<file path="src/hdl/spa_pkg.sv">
// Package for the sparse polynomial adder: opcodes, status codes, the
// controller/datapath command and status structs and the saturating adder.
// No dependencies.
package spa_pkg;

    localparam int MAX_TERMS_DEF = 16;
    localparam int COEF_W        = 16;
    localparam int EXP_W         = 16;
    localparam int SUM_W         = 32;

    typedef enum logic [1:0] {
        OP_INS_A = 2'd0,
        OP_INS_B = 2'd1,
        OP_EMIT  = 2'd2,
        OP_NONE  = 2'd3
    } t_opcode;

    localparam logic [1:0] STAT_OK   = 2'd0;
    localparam logic [1:0] STAT_FULL = 2'd1;
    localparam logic [1:0] STAT_SAT  = 2'd2;

    // Commands from the controller to the datapath.
    typedef struct packed {
        logic load;
        logic compare;
        logic update;
        logic step;
        logic flush;
    } t_dp_cmd;

    // Status from the datapath to the controller.
    typedef struct packed {
        logic tables_empty;
        logic out_free;
        logic step_needs_out;
    } t_dp_stat;

    // Returns {saturated, value}.
    function automatic logic [SUM_W:0] sat_add32(input logic signed [SUM_W-1:0] a,
                                                  input logic signed [SUM_W-1:0] b);
        logic signed [SUM_W:0] s;
        logic [SUM_W:0]        r;
        s = {a[SUM_W-1], a} + {b[SUM_W-1], b};
        if (s[SUM_W] != s[SUM_W-1]) begin
            r = {1'b1, s[SUM_W], {(SUM_W-1){~s[SUM_W]}}};
        end else begin
            r = {1'b0, s[SUM_W-1:0]};
        end
        return r;
    endfunction

endpackage

</file>
<file path="src/hdl/spa_ctrl.sv">
// Controller of the sparse polynomial adder: a one-hot state machine that
// sequences insert and merge work in the datapath. Depends on spa_pkg.
module spa_ctrl import spa_pkg::*; (
    input  logic       i_clk,
    input  logic       i_rst_n,
    input  logic       i_in_valid,
    input  logic [1:0] i_opcode,
    output logic       o_in_ready,
    output t_dp_cmd    o_cmd,
    input  t_dp_stat   i_stat
);

    typedef enum logic [4:0] {
        S_IDLE  = 5'b00001,
        S_CMP   = 5'b00010,
        S_UPD   = 5'b00100,
        S_EMIT  = 5'b01000,
        S_FLUSH = 5'b10000
    } t_state;

    t_state r_state, n_state;
    logic   w_accept;

    assign o_in_ready = (r_state == S_IDLE);
    assign w_accept   = i_in_valid && o_in_ready;

    always_comb begin
        n_state = r_state;
        o_cmd   = '0;
        unique case (r_state)
            S_IDLE: begin
                o_cmd.load = w_accept;
                if (w_accept) begin
                    unique case (t_opcode'(i_opcode))
                        OP_INS_A, OP_INS_B: n_state = S_CMP;
                        OP_EMIT:            n_state = S_EMIT;
                        default:            n_state = S_IDLE;
                    endcase
                end
            end
            S_CMP: begin
                o_cmd.compare = 1'b1;
                n_state       = S_UPD;
            end
            S_UPD: begin
                if (i_stat.out_free) begin
                    o_cmd.update = 1'b1;
                    n_state      = S_IDLE;
                end
            end
            S_EMIT: begin
                if (i_stat.tables_empty) begin
                    n_state = S_FLUSH;
                end else if (!i_stat.step_needs_out || i_stat.out_free) begin
                    o_cmd.step = 1'b1;
                end
            end
            S_FLUSH: begin
                if (i_stat.out_free) begin
                    o_cmd.flush = 1'b1;
                    n_state     = S_IDLE;
                end
            end
            default: n_state = S_IDLE;
        endcase
    end

    always_ff @(posedge i_clk) begin
        if (!i_rst_n) begin
            r_state <= S_IDLE;
        end else begin
            r_state <= n_state;
        end
    end

endmodule

</file>
<file path="config.mk">
export PLATFORM = sky130hd
export DESIGN_NAME = spa_ctrl
export DESIGN_NICKNAME = d
export VERILOG_FILES = /design/src/hdl/spa_pkg.sv /design/src/hdl/spa_ctrl.sv
export SDC_FILE = /design/constraint.sdc
export NUM_CORES = 1
export LEC_CHECK = 0
export BUFFER_PORTS_ARGS = -buffer_cell sky130_fd_sc_hd__buf_2
export CAP_MARGIN = 20
export CORE_AREA = 2 2 39 41
export CTS_BUF_LIST = sky130_fd_sc_hd__clkbuf_4
export CTS_CLUSTER_SIZE = 12
export DETAILED_ROUTE_END_ITERATION = 12
export DIE_AREA = 0 0 41 43
export SLEW_MARGIN = 20
export SYNTH_ARGS = -nofsm -noshare
export SYNTH_HDL_FRONTEND = slang
export SYNTH_SLANG_ARGS = --single-unit
</file>
<file path="constraint.sdc">
create_clock -name i_clk -period 2.4 [get_ports i_clk]
set_clock_uncertainty 0.15 [all_clocks]
set_input_delay 0.12 -clock i_clk [delete_from_list [all_inputs] [get_ports i_clk]]
set_output_delay 0.12 -clock i_clk [all_outputs]
set_load 0.005 [all_outputs]
</file>
==> results.md <==
- Status: completed
- Cts bufs inserted: 3
- # diodes: 0
- Asr flop ratio synth: 0
- Critical Path Fanout Max: 9
- Worst-path clk slew: 0.04 ns
- Bufs and invs on worst path: 2
- Clock Power Share: 0.428
- Switching power: 0.0550 mW
- CTS resizes: 0
- IO Count: 14
- Max VDD drop: 0.207 mV
- Max Root-Sink Buffers: 2
- Final hold vios: 0
- Seq/Total Area, Yosys: 0.301
- Number of global-route vias before repair: 322
- Top FF cell, synth: dfxtp_1
- First-pass GRT wire length: 1210 µm
- CP top delay family: simple AND/OR/NAND/NOR gates
- Area Growth Syn to Fin: 40.6%
- Root buffer cell: clkbuf_4
- CTS tree: yes
- Worst-Skew Late Latency: 0.23 ns
- Wire length per cell: 10.3 µm
- All-Layer GR Usage: 0.101
- Slowest stage delay, CP: 0.44 ns
- FF+latch area: 100 µm²
- TNS Setup: 0 ns
- Switching Fraction: 0.227
- Core area: 1380 µm²
- Fmax: 0.527 GHz
- Top reg by flops: r_state
- CP required: 2.13 ns
- Biggest regs: r_state (5)
- Worst Tran Pin Value: 0.415 ns
- DRT iter0 DRCs: 5
- Logic pwr share: 0.186
- Via count: 344
- EDFF count, synth: 0
- CP endpoint kind: primary output
- Post-layout instance count excluding filler cells: 74
- Setup violators final: 0
- Final antenna-violating net count: 0
- Initial antenna violation count: 0
- DR pass1 iterations: 2
- Yosys cell types: 26
- Clk sinks: 5
- Synthesized area per cell: 8.53 µm²
- DIE AREA: 1760 µm²
- Register bit total from synthesis: 5
- Period minus WS final: 1.90 ns
- Area of the multi-input gates: 214 µm²
- Die W: 41 µm
- DPL Wire Length: 586 µm
- Synth top area cells: dfxtp_1 (30%), inv_1 (5.6%), o21a_1 (4.5%), nor3b_2 (3.8%), nor4_1 (3.8%)
- Tcrit/Tclk final: 0.790
- Gpl congestion: 0.690
- Fin nets: 67
- Max cap viols: 0
- Largest net degree at the start of global routing: 10
- Pwr Total: 0.242 mW
- Max reg flops: 5
- DRT Wirelength: 760 µm
- Syn. warnings: 0
- Max_slew headroom: 0.716
- Slew Limit Fails: 0
- Die Ht: 43 µm
- Buffers added on ports: 13
- Cell row count: 14
- GRT overflow: 0
- Pwr dens: 518 nW/µm²
- Arrival @ worst endpoint: 1.63 ns
- Initial core utilization: 0.241
- Post-Syn Area: 333 µm²
- Cell type with the largest total area after synthesis: dfxtp_1
- Most frequent cells after synthesis: dfxtp_1 (5), inv_1 (5)
- Crit-path cells: or3_4 -> or4_4 -> inv_1 -> buf_2
- Fill cell count: 159
- Slowest stage cell, crit path: or4_4
- Layout cells sized above 1: 0.414
- Hold buffer count at cts: 2
- # DRC: 0
- Placed instance count: 68
- Path type of the worst min-delay path: in -> reg
- RSZ-0062 raised after global routing: no
- Syn Inst Count: 39
- Internal power: 0.187 mW
- Critical path class: reg -> out
- Lkg Pwr: 0.215 nW
- Startpoint types: flip-flop
- Post-synth net total: 47
- Vias per cell: 4.65
- Area share of the largest cell type after synthesis: 0.301
- H-tree depth: 1
- Seq pwr share: 0.386
- Postcts setup bufs: 0
- Min Hold Slack: 0.0181 ns
-- cell families after synthesis --
group           after synthesis  synth area share
simple gates                 19             0.414
compound gates                9             0.203
flops                         5             0.301
buf+inv                       5            0.0564
xor+xnor                      1            0.0263
-- path summary, 6_finish.rpt --
path | cells after the start | from | slack [ns] | end
max | 4 | r_state[1]$_SDFFE_PN0P_ | 0.50 | o_cmd[4]
min reg2reg | 2 | r_state[2]$_SDFFE_PN0P_ | 0.42 | r_state[2]$_SDFFE_PN0P_
max reg2reg | 4 | r_state[0]$_SDFFE_PN1P_ | 0.66 | r_state[0]$_SDFFE_PN1P_
min | 2 | i_in_valid | 0.02 | r_state[0]$_SDFFE_PN1P_
-- power groups by stage --
stage,registers (mW),clock network (mW),logic (mW)
global placement,0.0945,0,0.0432
global route,0.0941,0.111,0.0518
CTS,0.0931,0.110,0.0457
floorplan,0.0927,0,0.0273
detailed placement,0.0946,0,0.0429
finish,0.0934,0.104,0.0451
-- cells in the final DEF, fill, tap and decap left out --
cell / n
a2111oi_0: 1
a211o_2: 1
a21boi_0: 1
a21oi_1: 2
a22oi_1: 1
and3_1: 1
and4b_2: 1
buf_2: 13
clkbuf_4: 4
dfxtp_1: 5
dlygate4sd3_1: 2
inv_1: 5
nand2_1: 1
nand2b_1: 1
nand3b_1: 1
nor2_1: 2
nor2b_1: 1
nor3_1: 2
nor3b_1: 1
nor3b_2: 1
nor4_1: 2
o21a_1: 2
o221ai_1: 1
or2b_1: 1
or3_2: 1
or3_4: 1
or4_2: 1
or4_4: 1
xnor2_1: 1
-- layout make-up --
| type | instances | share of cell area |
|---|---|---|
| inverter | 5 | 0.0401 |
| sequential | 5 | 0.214 |
| timing repair buffer | 15 | 0.182 |
| clock buffer | 4 | 0.0642 |
| tap | 16 | 0.0428 |
| multi-input combinational | 29 | 0.457 |
-- worst register-to-register path, stage by stage, from the launching register on --
cell and delay [ns]:
dfxtp_1 0.43, inv_1 0.12, a211o_2 0.31, a2111oi_0 0.41, o221ai_1 0.17
-- through the flow --
stage / worst slack, ns / area [µm²] / util
6_report: 0.504 / 468 / 0.338
2_1_floorplan: 0.741 / 333 / -
4_1_cts: 0.475 / 468 / 0.338
5_1_grt: 0.428 / 468 / 0.338
3_3_place_gp: 0.686 / 418 / 0.302
3_5_place_dp: 0.658 / 418 / 0.302
-- routing by layer --
| layer | GRT usage | vias up | share of wire |
|---|---|---|---|
| li1 | - | 184 | - |
| met1 | 0.122 | 154 | 0.45 |
| met2 | 0.150 | 4 | 0.50 |
| met3 | 0.0157 | 2 | 0.038 |
| met4 | 0.0800 | 0 | 0.014 |
| met5 | 0 | - | 0 |
No activity file was read; power rests on OpenSTA's default activity.
